### src/rtl/dtic_pkg.sv
// Package for the dual timer interrupt controller.
// Holds operation codes, register offsets, bit positions and constants.
// No dependencies.
package dtic_pkg;

    // Beat operation codes.
    localparam logic [1:0] OP_READ  = 2'd0;
    localparam logic [1:0] OP_WRITE = 2'd1;
    localparam logic [1:0] OP_TICK  = 2'd2;

    // Register offsets.
    localparam logic [3:0] REG_TA_LO = 4'd4;
    localparam logic [3:0] REG_TA_HI = 4'd5;
    localparam logic [3:0] REG_TB_LO = 4'd6;
    localparam logic [3:0] REG_TB_HI = 4'd7;
    localparam logic [3:0] REG_ICR   = 4'd13;
    localparam logic [3:0] REG_CRA   = 4'd14;
    localparam logic [3:0] REG_CRB   = 4'd15;

    // Control register bit positions.
    localparam int CR_START   = 0;
    localparam int CR_ONESHOT = 3;
    localparam int CR_LOAD    = 4;

    // Interrupt status and mask constants.
    localparam logic [7:0] IRQ_TA     = 8'h81;
    localparam logic [7:0] IRQ_TB     = 8'h82;
    localparam logic [7:0] IRQ_FLAG   = 8'h90;
    localparam logic [7:0] IRQ_SRCS   = 8'h1F;
    localparam int         ICR_SET    = 7;

    // Input beat fields.
    typedef struct packed {
        logic       flag_edge;
        logic [7:0] write_data;
        logic [3:0] reg_offset;
        logic [1:0] opcode;
    } t_in_item;

    // Result beat fields.
    typedef struct packed {
        logic       irq;
        logic [7:0] read_data;
    } t_out_item;

endpackage

### src/rtl/dual_timer_interrupt_controller.sv
// Dual timer interrupt controller top level.
// Two 16-bit down counters, interrupt status and mask, streaming ports.
// Depends on dtic_pkg.
//
// Each input beat is a register read, a register write or one timer tick.
// The block takes one beat in every clock cycle unless the input stalls: all
// state updates for a beat are done in combinational logic feeding the timer,
// control and interrupt registers, and its result is registered in the output
// register, or in the skid register while the output is held. A two-entry
// output buffer (output register plus skid register) lets a new beat be taken
// while a finished result still waits; the input stalls only when both
// entries are full. Reading the interrupt status returns it, clears it and
// drops irq; irq rises only on a tick.
module dual_timer_interrupt_controller
    import dtic_pkg::*;
(
    input  logic        i_clk,
    input  logic        i_rst_n,
    // Input beats.
    input  logic        i_s_axis_tvalid,
    output logic        o_s_axis_tready,
    // [1:0] opcode, [5:2] reg_offset, [13:6] write_data, [14] flag_edge,
    // [15] zero.
    input  logic [15:0] i_s_axis_tdata,
    // Result beats.
    output logic        o_m_axis_tvalid,
    input  logic        i_m_axis_tready,
    // [7:0] read_data, [8] irq, [15:9] zero.
    output logic [15:0] o_m_axis_tdata
);

    // Architectural state.
    logic [15:0] r_count_a, r_count_b, r_latch_a, r_latch_b;
    logic [7:0]  r_ctrl_a, r_ctrl_b, r_mask, r_status;
    logic        r_irq;
    logic [15:0] n_count_a, n_count_b, n_latch_a, n_latch_b;
    logic [7:0]  n_ctrl_a, n_ctrl_b, n_mask, n_status;
    logic        n_irq;

    // Output buffer.
    logic        r_out_valid, r_skid_valid;
    t_out_item   r_out, r_skid;

    t_in_item    in_item;
    t_out_item   result;
    logic        accept;
    logic        pop;
    logic        out_free;
    logic [15:0] dec_a, dec_b;

    assign in_item         = t_in_item'(i_s_axis_tdata[14:0]);
    assign o_s_axis_tready = ~r_skid_valid;
    assign accept          = i_s_axis_tvalid & ~r_skid_valid;
    assign pop             = r_out_valid & i_m_axis_tready;
    assign out_free        = ~r_out_valid | pop;
    assign o_m_axis_tvalid = r_out_valid;
    assign o_m_axis_tdata  = {7'd0, r_out};

    assign dec_a = r_count_a - 16'd1;

    // Next state and result for the beat on the input.
    always_comb begin
        n_count_a = r_count_a;
        n_count_b = r_count_b;
        n_latch_a = r_latch_a;
        n_latch_b = r_latch_b;
        n_ctrl_a  = r_ctrl_a;
        n_ctrl_b  = r_ctrl_b;
        n_mask    = r_mask;
        n_status  = r_status;
        n_irq     = r_irq;
        result    = '0;
        dec_b     = r_count_b - 16'd1;

        case (in_item.opcode)
            OP_READ: begin
                case (in_item.reg_offset)
                    REG_TA_LO: result.read_data = r_count_a[7:0];
                    REG_TA_HI: result.read_data = r_count_a[15:8];
                    REG_TB_LO: result.read_data = r_count_b[7:0];
                    REG_TB_HI: result.read_data = r_count_b[15:8];
                    REG_ICR: begin
                        result.read_data = r_status;
                        n_status         = '0;
                        n_irq            = 1'b0;
                    end
                    REG_CRA:   result.read_data = r_ctrl_a;
                    REG_CRB:   result.read_data = r_ctrl_b;
                    default:   result.read_data = '0;
                endcase
            end
            OP_WRITE: begin
                case (in_item.reg_offset)
                    REG_TA_LO: n_latch_a[7:0]  = in_item.write_data;
                    REG_TA_HI: n_latch_a[15:8] = in_item.write_data;
                    REG_TB_LO: n_latch_b[7:0]  = in_item.write_data;
                    REG_TB_HI: n_latch_b[15:8] = in_item.write_data;
                    REG_ICR: begin
                        if (in_item.write_data[ICR_SET]) begin
                            n_mask = r_mask | in_item.write_data;
                        end else begin
                            n_mask = r_mask & ~in_item.write_data;
                        end
                    end
                    REG_CRA: begin
                        n_ctrl_a = in_item.write_data;
                        if (in_item.write_data[CR_LOAD]) begin
                            n_count_a = r_latch_a;
                        end
                    end
                    REG_CRB: begin
                        n_ctrl_b = in_item.write_data;
                        if (in_item.write_data[CR_LOAD]) begin
                            n_count_b = r_latch_b;
                        end
                    end
                    default: ;
                endcase
            end
            OP_TICK: begin
                // Flag edge first, then timer A, then timer B.
                if (in_item.flag_edge) begin
                    n_status = n_status | IRQ_FLAG;
                end
                if (r_ctrl_a[CR_START]) begin
                    if (r_count_a == 16'd0) begin
                        n_status  = n_status | IRQ_TA;
                        n_count_a = r_latch_a;
                        if (r_ctrl_a[CR_ONESHOT]) begin
                            n_ctrl_a[CR_START] = 1'b0;
                        end
                    end else begin
                        n_count_a = dec_a;
                    end
                end
                if (r_ctrl_b[CR_START]) begin
                    if (r_count_b == 16'd0) begin
                        n_status  = n_status | IRQ_TB;
                        n_count_b = r_latch_b;
                        if (r_ctrl_b[CR_ONESHOT]) begin
                            n_ctrl_b[CR_START] = 1'b0;
                        end
                    end else begin
                        n_count_b = dec_b;
                    end
                end
                // The request line is sticky until a status read.
                if ((n_status & r_mask & IRQ_SRCS) != 8'd0) begin
                    n_irq = 1'b1;
                end
            end
            default: ;
        endcase
        result.irq = n_irq;
    end

    // State registers, updated on an accepted beat.
    always_ff @(posedge i_clk) begin
        if (!i_rst_n) begin
            r_count_a <= '0;
            r_count_b <= '0;
            r_latch_a <= '0;
            r_latch_b <= '0;
            r_ctrl_a  <= '0;
            r_ctrl_b  <= '0;
            r_mask    <= '0;
            r_status  <= '0;
            r_irq     <= 1'b0;
        end else if (accept) begin
            r_count_a <= n_count_a;
            r_count_b <= n_count_b;
            r_latch_a <= n_latch_a;
            r_latch_b <= n_latch_b;
            r_ctrl_a  <= n_ctrl_a;
            r_ctrl_b  <= n_ctrl_b;
            r_mask    <= n_mask;
            r_status  <= n_status;
            r_irq     <= n_irq;
        end
    end

    // Output register and skid register control.
    always_ff @(posedge i_clk) begin
        if (!i_rst_n) begin
            r_out_valid  <= 1'b0;
            r_skid_valid <= 1'b0;
        end else if (out_free) begin
            if (r_skid_valid) begin
                r_out_valid  <= 1'b1;
                r_skid_valid <= accept;
            end else begin
                r_out_valid  <= accept;
            end
        end else if (accept) begin
            r_skid_valid <= 1'b1;
        end
    end

    // Output buffer payload.
    always_ff @(posedge i_clk) begin
        if (out_free) begin
            if (r_skid_valid) begin
                r_out <= r_skid;
                if (accept) begin
                    r_skid <= result;
                end
            end else if (accept) begin
                r_out <= result;
            end
        end else if (accept) begin
            r_skid <= result;
        end
    end

endmodule
### config.mk
export PLATFORM = sky130hd
export DESIGN_NAME = dual_timer_interrupt_controller
export DESIGN_NICKNAME = d
export VERILOG_FILES = /design/src/rtl/dtic_pkg.sv /design/src/rtl/dual_timer_interrupt_controller.sv
export SDC_FILE = /design/constraint.sdc
export NUM_CORES = 1
export LEC_CHECK = 0
export ABC_CLOCK_PERIOD_IN_PS = 4600
export BUFFER_PORTS_ARGS = -buffer_cell sky130_fd_sc_hd__buf_2
export CORE_MARGIN = 2
export CORE_UTILIZATION = 53
export CTS_BUF_LIST = sky130_fd_sc_hd__clkbuf_8
export DETAILED_ROUTE_END_ITERATION = 16
export PLACE_DENSITY = 0.79
export SYNTH_ARGS = -nofsm -noshare
export SYNTH_HDL_FRONTEND = slang
export SYNTH_SLANG_ARGS = --single-unit
export TNS_END_PERCENT = 5
### constraint.sdc
create_clock -name i_clk -period 4.6 [get_ports i_clk]
set_clock_uncertainty 0.15 [all_clocks]
set_input_delay 0.69 -clock i_clk [delete_from_list [all_inputs] [get_ports i_clk]]
set_output_delay 0.69 -clock i_clk [all_outputs]
set_load 0.01 [all_outputs]
## Yosys cells after proc, flatten, opt, wreduce, memory -nomap -nowiden

Cells that the tools add are included.

- Add/sub/neg operators: 2
- Eq/ne operators: 16
- Multiplexer cells: 43
- Bitwise operators: 9
- Reduce and logical (&&, ||, !) cells: 21

Operator list:

| kind | count |
|---|---|
| $mux W16 | 8 |
| $mux W8 | 9 |
| $pmux W16 S2 | 2 |
| $pmux W8 S7 | 1 |
| $mux W9 | 5 |
| $logic_not A16 Y1 | 2 |
| $sub A16 B1 Y16 const B | 2 |
| $reduce_and A3 Y1 | 10 |
| $eq A4 B3 Y1 const B | 4 |
| $pmux W8 S2 | 1 |
| $mux W1 | 14 |
| $eq A4 B4 Y1 const B | 3 |
| $ne A2 B2 Y1 const B | 5 |
| $reduce_and A5 Y1 | 2 |
| $and A8 B8 Y8 | 1 |
| $not A8 Y8 | 1 |
| $or A8 B8 Y8 | 1 |
| $reduce_bool A2 Y1 | 4 |
| $reduce_bool A8 Y1 | 1 |
| $pmux W1 S2 | 3 |
| $and A5 B5 Y5 | 1 |
| $ne A2 B1 Y1 const B | 2 |
| $and A1 B1 Y1 | 2 |
| $eq A2 B1 Y1 const B | 1 |
| 5 further kinds | 6 |

- Register bits: 117
- Bits of input ports: 20
- Output and inout bits: 18
- Word-level logic and storage cells: 110

## Depth between registers and ports, before layout

Gate-level depths: netlist (run 1).

- Depth in word-level cells: 13
- Depth in mapped cells: 9
- Gate-level depth less buffers: 7

## Worst setup path after synthesis (run 1)

OpenSTA, ideal clock, no wires.

- Kind: input to register
- Start: input i_s_axis_tdata[2]
- End: register r_latch_b[10]
- Setup time: 0.128 ns
- Arrival time: 2.181 ns
- Data required time: 4.322 ns
- Slack: 2.142 ns
- Cell stages on the path: 7
- Path buffers: 4
- Cell sequence: clkbuf_1 -> clkbuf_1 -> buf_2 -> and3_1 -> clkbuf_1 -> mux2i_1 -> nor2_1

- Word-level cells in the longest chain between the ends: 2

Ends and longest elaborated chain:

| item | RTL line | source |
|---|---|---|
| from (decl) | dual_timer_interrupt_controller.sv:24 | `input logic [15:0] i_s_axis_tdata,` |
| $eq A4 B3 Y1 | dual_timer_interrupt_controller.sv:93 | `case (in_item.reg_offset)` |
| $reduce_and A3 Y1 (no line) | - |  |
| to (signal assigned) | dual_timer_interrupt_controller.sv:173 | `r_latch_b <= n_latch_b;` |
| to (decl) | dual_timer_interrupt_controller.sv:33 | `logic [15:0] r_count_a, r_count_b, r_latch_a, r_latch_b;` |

No other way between the ends.
A chain may end at the register's enable or synchronous reset.

## Worst setup path after layout (run 1)

- Start: input i_s_axis_tdata[3]
- End: register r_count_a[8]

- Word-level cells in the longest chain between the ends: 3

Ends and longest elaborated chain:

| item | RTL line | source |
|---|---|---|
| $eq A4 B4 Y1 | dual_timer_interrupt_controller.sv:93 |  |
| $ne A2 B1 Y1 (no line) | - |  |
| $reduce_and A5 Y1 (no line) | - |  |
| to (signal assigned) | dual_timer_interrupt_controller.sv:170 | `r_count_a <= n_count_a;` |
| to (decl) | dual_timer_interrupt_controller.sv:33 |  |

No other way between the ends.

==> results of run 1 <==
==> final cells by class <==
cell class	count	area (um^2)
fillers	933	4420
multi-input cells	485	2970
flip-flops and latches	108	2340
repair buffers	33	175
well taps	136	170
clock buffers	9	124
clock inverters	6	35.0
inverters	9	33.8
diodes	1	2.50
==> cell usage after synthesis (8+ instances only) <==
library cell,count,area share
buf_2,8,0.0072
mux2i_1,50,0.090
nor3_1,26,0.023
o21ai_0,18,0.016
o22ai_1,14,0.016
inv_1,8,0.0054
or4_1,8,0.011
a22o_1,8,0.013
nor2_1,65,0.044
mux2_2,12,0.024
nor2b_1,8,0.0090
nand2_1,67,0.045
nand3_1,29,0.026
nor4_1,11,0.012
a21oi_1,48,0.043
edfxtp_1,18,0.097
dfxtp_1,90,0.32
clkbuf_1,37,0.025
nand4_1,11,0.012
or3_1,9,0.010
==> power groups by stage <==
stage,logic (mW),registers [mW],clock network [mW]
after floorplan,0.0717,0.995,0
final,0.114,0.972,0.510
after detailed placement,0.111,0.994,0
after CTS,0.111,0.972,0.512
after global routing,0.121,0.973,0.548
after global placement,0.109,0.993,0
==> critical path, stage by stage <==
cell     delay (ps)
buf_2           380
and4b_1         460
a32o_1          240
and2_0          610
nand2_1         400
o22ai_1         270
==> metrics by stage <==
stage	instances	total power [mW]	cell area, um^2
final	787	1.60	5860
after global routing	786	1.64	5850
after detailed placement	771	1.10	5700
after CTS	786	1.60	5850
after global placement	771	1.10	5700
after floorplan	659	1.07	5610
==> registers in the layout, indices dropped and copies added, names as in the netlist <==
name,cells
o_m_axis_tdata,9
o_m_axis_tvalid,1
r_count_a,16
r_count_b,16
r_ctrl_a,8
r_ctrl_b,8
r_irq,1
r_latch_a,16
r_latch_b,16
r_mask,3
r_skid,9
r_skid_valid,1
r_status,4
==> how the worst max path moves through the flow <==
stage / start / endpoint / cells after the start
global placement: i_s_axis_tdata[3] / r_count_a[7] / 6
floorplan: i_s_axis_tdata[2] / r_latch_b[10] / 7
detailed placement: i_s_axis_tdata[3] / r_count_a[8] / 6
global route: i_s_axis_tdata[3] / r_count_a[12] / 6
CTS: i_s_axis_tdata[3] / r_count_a[8] / 6
finish: i_s_axis_tdata[3] / r_count_a[8] / 6
==> kinds of logic after synthesis <==
kind of cell | count (synthesis)
flip-flops | 108
multiplexers | 63
AO/OA/AOI/OAI | 145
other | 1
adder cells (fa/ha/maj) | 2
buffers and inverters | 66
AND/OR/NAND/NOR | 268
==> metal layers <==
| metal | up-vias | part of all wire | track usage |
|---|---|---|---|
| met4 | 0 | 0.032 | 0.111 |
| met2 | 319 | 0.44 | 0.427 |
| met5 | - | 0 | 0 |
| li1 | 2380 | - | - |
| met1 | 2450 | 0.42 | 0.383 |
| met3 | 41 | 0.10 | 0.0590 |
==> flow_metrics.py, run 1 <==
metrics = {
    "placement": {
        "place.gp.congestion": 0.976,
        "dp_hpwl_um": 10600,
        "pre_cts_slack_ps": 1410,
        "io_buffers": 29,
    },
    "logic_synthesis": {
        "synthArstFlopShare": 0,
        "syn_area_per_cell_um2": 8.56,
        "synth_simple_gate_area_frac": 0.238,
        "synthXorXnorAreaFrac": 0,
        "synthAdderAreaFrac": 0.00448,
        "synth_edf_count": 18,
        "synth_top_family_by_area": "simple AND/OR/NAND/NOR gates",
        "ys.flop_type": "dfxtp_1",
        "synth-compound-area-share": 0.168,
        "muxShareOfSynthArea": 0.116,
        "synth_cell_types": 65,
        "synth_area_mm2": 0.00559,
        "synth-seq-area-share": 0.419,
        "synth_warnings": 0,
        "syn_inst": 653,
        "ys_seq_elements": 108,
    },
    "power": {
        "peakVddDrop_mv": 0.163,
        "power_leakage_nw": 2.11,
        "internal_power_mw": 1.19,
        "pwr-share-clk": 0.320,
        "seq_power_share": 0.609,
        "total_switching_power_mw": 0.410,
        "sw_frac_of_total": 0.257,
        "combPwrFrac": 0.071,
        "power.density_mw_per_mm2": 273,
    },
    "cts": {
        "cts_resized": 0,
        "cts-root-buf": "clkbuf_8",
        "cts_tree": "done",
        "worst_skew_pair.late_latency_ps": 380,
        "ctsHoldBuffers": 0,
        "clock-sinks": 108,
        "postCtsSetupBuffers": 0,
        "clockBufferDepth": 2,
        "cts_buffers": 9,
        "htree_levels": 3,
        "clk_pin_slew_ps": 90,
    },
    "routing": {
        "wl_um": 15400,
        "antenna_left": 0,
        "wl_per_cell_um": 19.5,
        "drtPass1Iterations": 6,
        "drc_errors": 0,
        "drt_iter0_markers": 566,
        "vias": 5190,
        "vias_per_cell": 6.59,
    },
    "worst_setup_path": {
        "startpoint_type": "primary input",
        "rr_endpoint": "r_count_b[12]",
        "reg2reg_depth": 5,
        "cp.arrival_ps": 3050,
        "cp.required_ps": 4750,
        "critPathKind": "primary input to flop",
        "r2r-start": "r_count_b[3]",
        "setup.worst_path.end_class": "flop",
        "rrSetupSlack_ps": 1820,
        "critPathMaxFanout": 25,
    },
    "worst_hold_path": {
        "hold_path.class": "flop to flop",
        "min_from": "r_latch_a[7]",
        "min_path_cells": 2,
        "hold_path_end": "r_latch_a[7]",
    },
    "die": {
        "io_pins": 38,
        "dieArea_mm2": 0.0114,
        "coreArea_mm2": 0.0103,
        "initial_core_util": 0.544,
        "rows": 37,
        "die_h_um": 107,
        "die_w_um": 107,
    },
    "run_status": {
        "status": "finished clean",
    },
    "global_routing": {
        "antenna_found_initial": 1,
        "grt-ovfl-total": 0,
        "grt_pass1_vias": 4696,
        "grt_pass1_wl_um": 24800,
        "grt_usage": 0.278,
        "grt_max_degree": 45,
    },
    "sta": {
        "fin_crit_sh": 0.631,
        "final.setup.tns_ps": 0,
        "relSlewSlack": 0.352,
        "fin_ws_ps": 1700,
        "hold_ws_ps": 320,
        "setup-violations-final": 0,
        "fin_crit_ps": 2900,
        "finalHoldViolCount": 0,
        "drv_slew": 0,
        "fmax_ghz": 0.344,
        "worst_pin_slew_ps": 972,
        "rsz0062_at_grt": "no",
    },
    "final_layout": {
        "mostFrequentLayoutCell": "dfxtp_1",
        "final_core_util": 0.570,
        "area_growth_pct": 4.74,
        "num-nets-final": 668,
        "drive_gt1_frac": 0.0985,
        "final_cell_mix": "90 x dfxtp_1, 67 x nand2_1, 65 x nor2_1",
    },
    "job": {
        "max_cap_violations": 0,
    },
}
(Power assumes the default switching activity.)
==> inputs of run 2 (changes only) <==
Settings changed: ABC_CLOCK_PERIOD_IN_PS 4600 to 3000.
Clock period 4.6 ns to 3 ns, I/O delays scaled along.
==> flow_metrics.py, run 2 (synthesis gave the netlist of run 1 again) <==
metrics = {
    "run_status": {
        "status": "finished clean",
    },
    "cts": {
        "cts-root-buf": "clkbuf_8",
        "cts_tree": "done",
        "clk_pin_slew_ps": 110,
        "htree_levels": 3,
        "cts_resized": 0,
        "ctsHoldBuffers": 0,
        "clockBufferDepth": 2,
        "clock-sinks": 108,
        "postCtsSetupBuffers": 0,
        "worst_skew_pair.late_latency_ps": 380,
        "cts_buffers": 9,
    },
    "worst_setup_path": {
        "cp_cell_sequence": "inv_1, ha_1, nor3b_1, and4_1, a21oi_2, nor3_1, nor4_1",
        "critPathKind": "flop to flop",
        "cp_top_family": "simple AND/OR/NAND/NOR gates",
        "critPathMaxFanout": 16,
        "critPathMaxStageDelay_ps": 740,
        "setup.worst_path.end_class": "flop",
        "rrSetupSlack_ps": 430,
        "cp.arrival_ps": 2710,
        "crit_buf_inv": 1,
        "cp.required_ps": 3140,
        "startpoint_type": "flop",
        "cp_slowest_cell": "a21oi_2",
    },
    "final_layout": {
        "area_growth_pct": 6.78,
        "multiInputGateArea_mm2": 0.00297,
        "seq_area_mm2": 0.00234,
        "mostFrequentLayoutCell": "dfxtp_1",
        "fin_cells": 801,
        "n_fill_cell": 960,
        "final_cell_mix": "90 x dfxtp_1, 67 x nand2_1, 65 x nor2_1",
        "diodes": 0,
        "num-nets-final": 682,
        "drive_gt1_frac": 0.117,
    },
    "die": {
        "initial_core_util": 0.544,
        "die_h_um": 107,
        "io_pins": 38,
        "coreArea_mm2": 0.0103,
        "dieArea_mm2": 0.0114,
        "rows": 37,
        "die_w_um": 107,
    },
    "global_routing": {
        "grt-ovfl-total": 0,
        "antenna_found_initial": 0,
        "grt_usage": 0.283,
        "grt_pass1_wl_um": 25100,
        "grt_max_degree": 33,
        "grt_pass1_vias": 4796,
    },
    "routing": {
        "wl_per_cell_um": 19.7,
        "wl_um": 15800,
        "drt_iter0_markers": 517,
        "vias_per_cell": 6.48,
        "antenna_left": 0,
        "drtPass1Iterations": 5,
        "drc_errors": 0,
        "vias": 5192,
    },
    "power": {
        "power_leakage_nw": 2.18,
        "power.density_mw_per_mm2": 416,
        "peakVddDrop_mv": 0.216,
    },
    "sta": {
        "fin_crit_ps": 2570,
        "final.setup.tns_ps": 0,
        "relSlewSlack": 0.372,
        "fmax_ghz": 0.389,
        "setup-violations-final": 0,
        "worst_pin_slew_ps": 942,
        "finalHoldViolCount": 0,
        "rsz0062_at_grt": "no",
        "drv_slew": 0,
        "fin_crit_sh": 0.858,
    },
    "placement": {
        "dp_cells": 785,
        "dp_hpwl_um": 11300,
        "io_buffers": 29,
        "place.gp.congestion": 0.998,
    },
    "worst_hold_path": {
        "hold_path.class": "primary input to flop",
    },
    "job": {
        "max_cap_violations": 0,
    },
}
==> run 2: worst register-to-register path, delay by kind of cell (launching register included) <==
family	cells	cell delay, ps
AND/OR/NAND/NOR	4	890
AO/OA/AOI/OAI	1	740
flip-flops	1	380
adder cells (fa/ha/maj)	1	240
buffers and inverters	1	90
==> run 2: path summary, 6_finish.rpt <==
check | start | endpoint | cells past startpoint
worst max-delay path | r_count_a[0] | r_count_a[5] | 7
worst min-delay path | i_s_axis_tdata[9] | r_latch_a[11] | 3
worst max register to register | r_count_a[0] | r_count_a[5] | 7
worst min register to register | r_latch_a[7] | r_latch_a[7] | 2
==> run 2: per-stage QoR <==
stage / utilization / power, mW / instance area [um^2] / hold WS [ps] / setup WS, ps
final: 0.581 / 2.48 / 5970 / 251 / 427
after global routing: 0.581 / 2.56 / 5970 / 260 / 314
after CTS: 0.581 / 2.49 / 5970 / 237 / 468
after detailed placement: 0.564 / 1.70 / 5800 / 303 / 466
after global placement: 0.564 / 1.70 / 5800 / 299 / 491
after floorplan: - / 1.64 / 5610 / 286 / 761
==> run 2: power breakdown <==
| part | switching (mW) | internal [mW] | total [mW] |
|---|---|---|---|
| clock | 0.495 | 0.317 | 0.813 |
| combinational | 0.132 | 0.0499 | 0.181 |
| sequential | 0.00716 | 1.48 | 1.49 |
==> run 2: metal layers <==
metal / vias to the layer above / GRT usage / routed length [um]
met5: - / 0 / 0
met4: 0 / 0.105 / 400
met3: 40 / 0.0565 / 1540
met2: 284 / 0.438 / 7070
met1: 2471 / 0.393 / 6770
li1: 2397 / - / -
==> run 2: area by class of cell <==
type                    count  share of cell area
clock buffers              10              0.0231
clock inverters             6             0.00545
inverters                   9             0.00566
multi-input cells         485               0.498
flip-flops and latches    108               0.392
well taps                 136              0.0285
repair buffers             47              0.0469
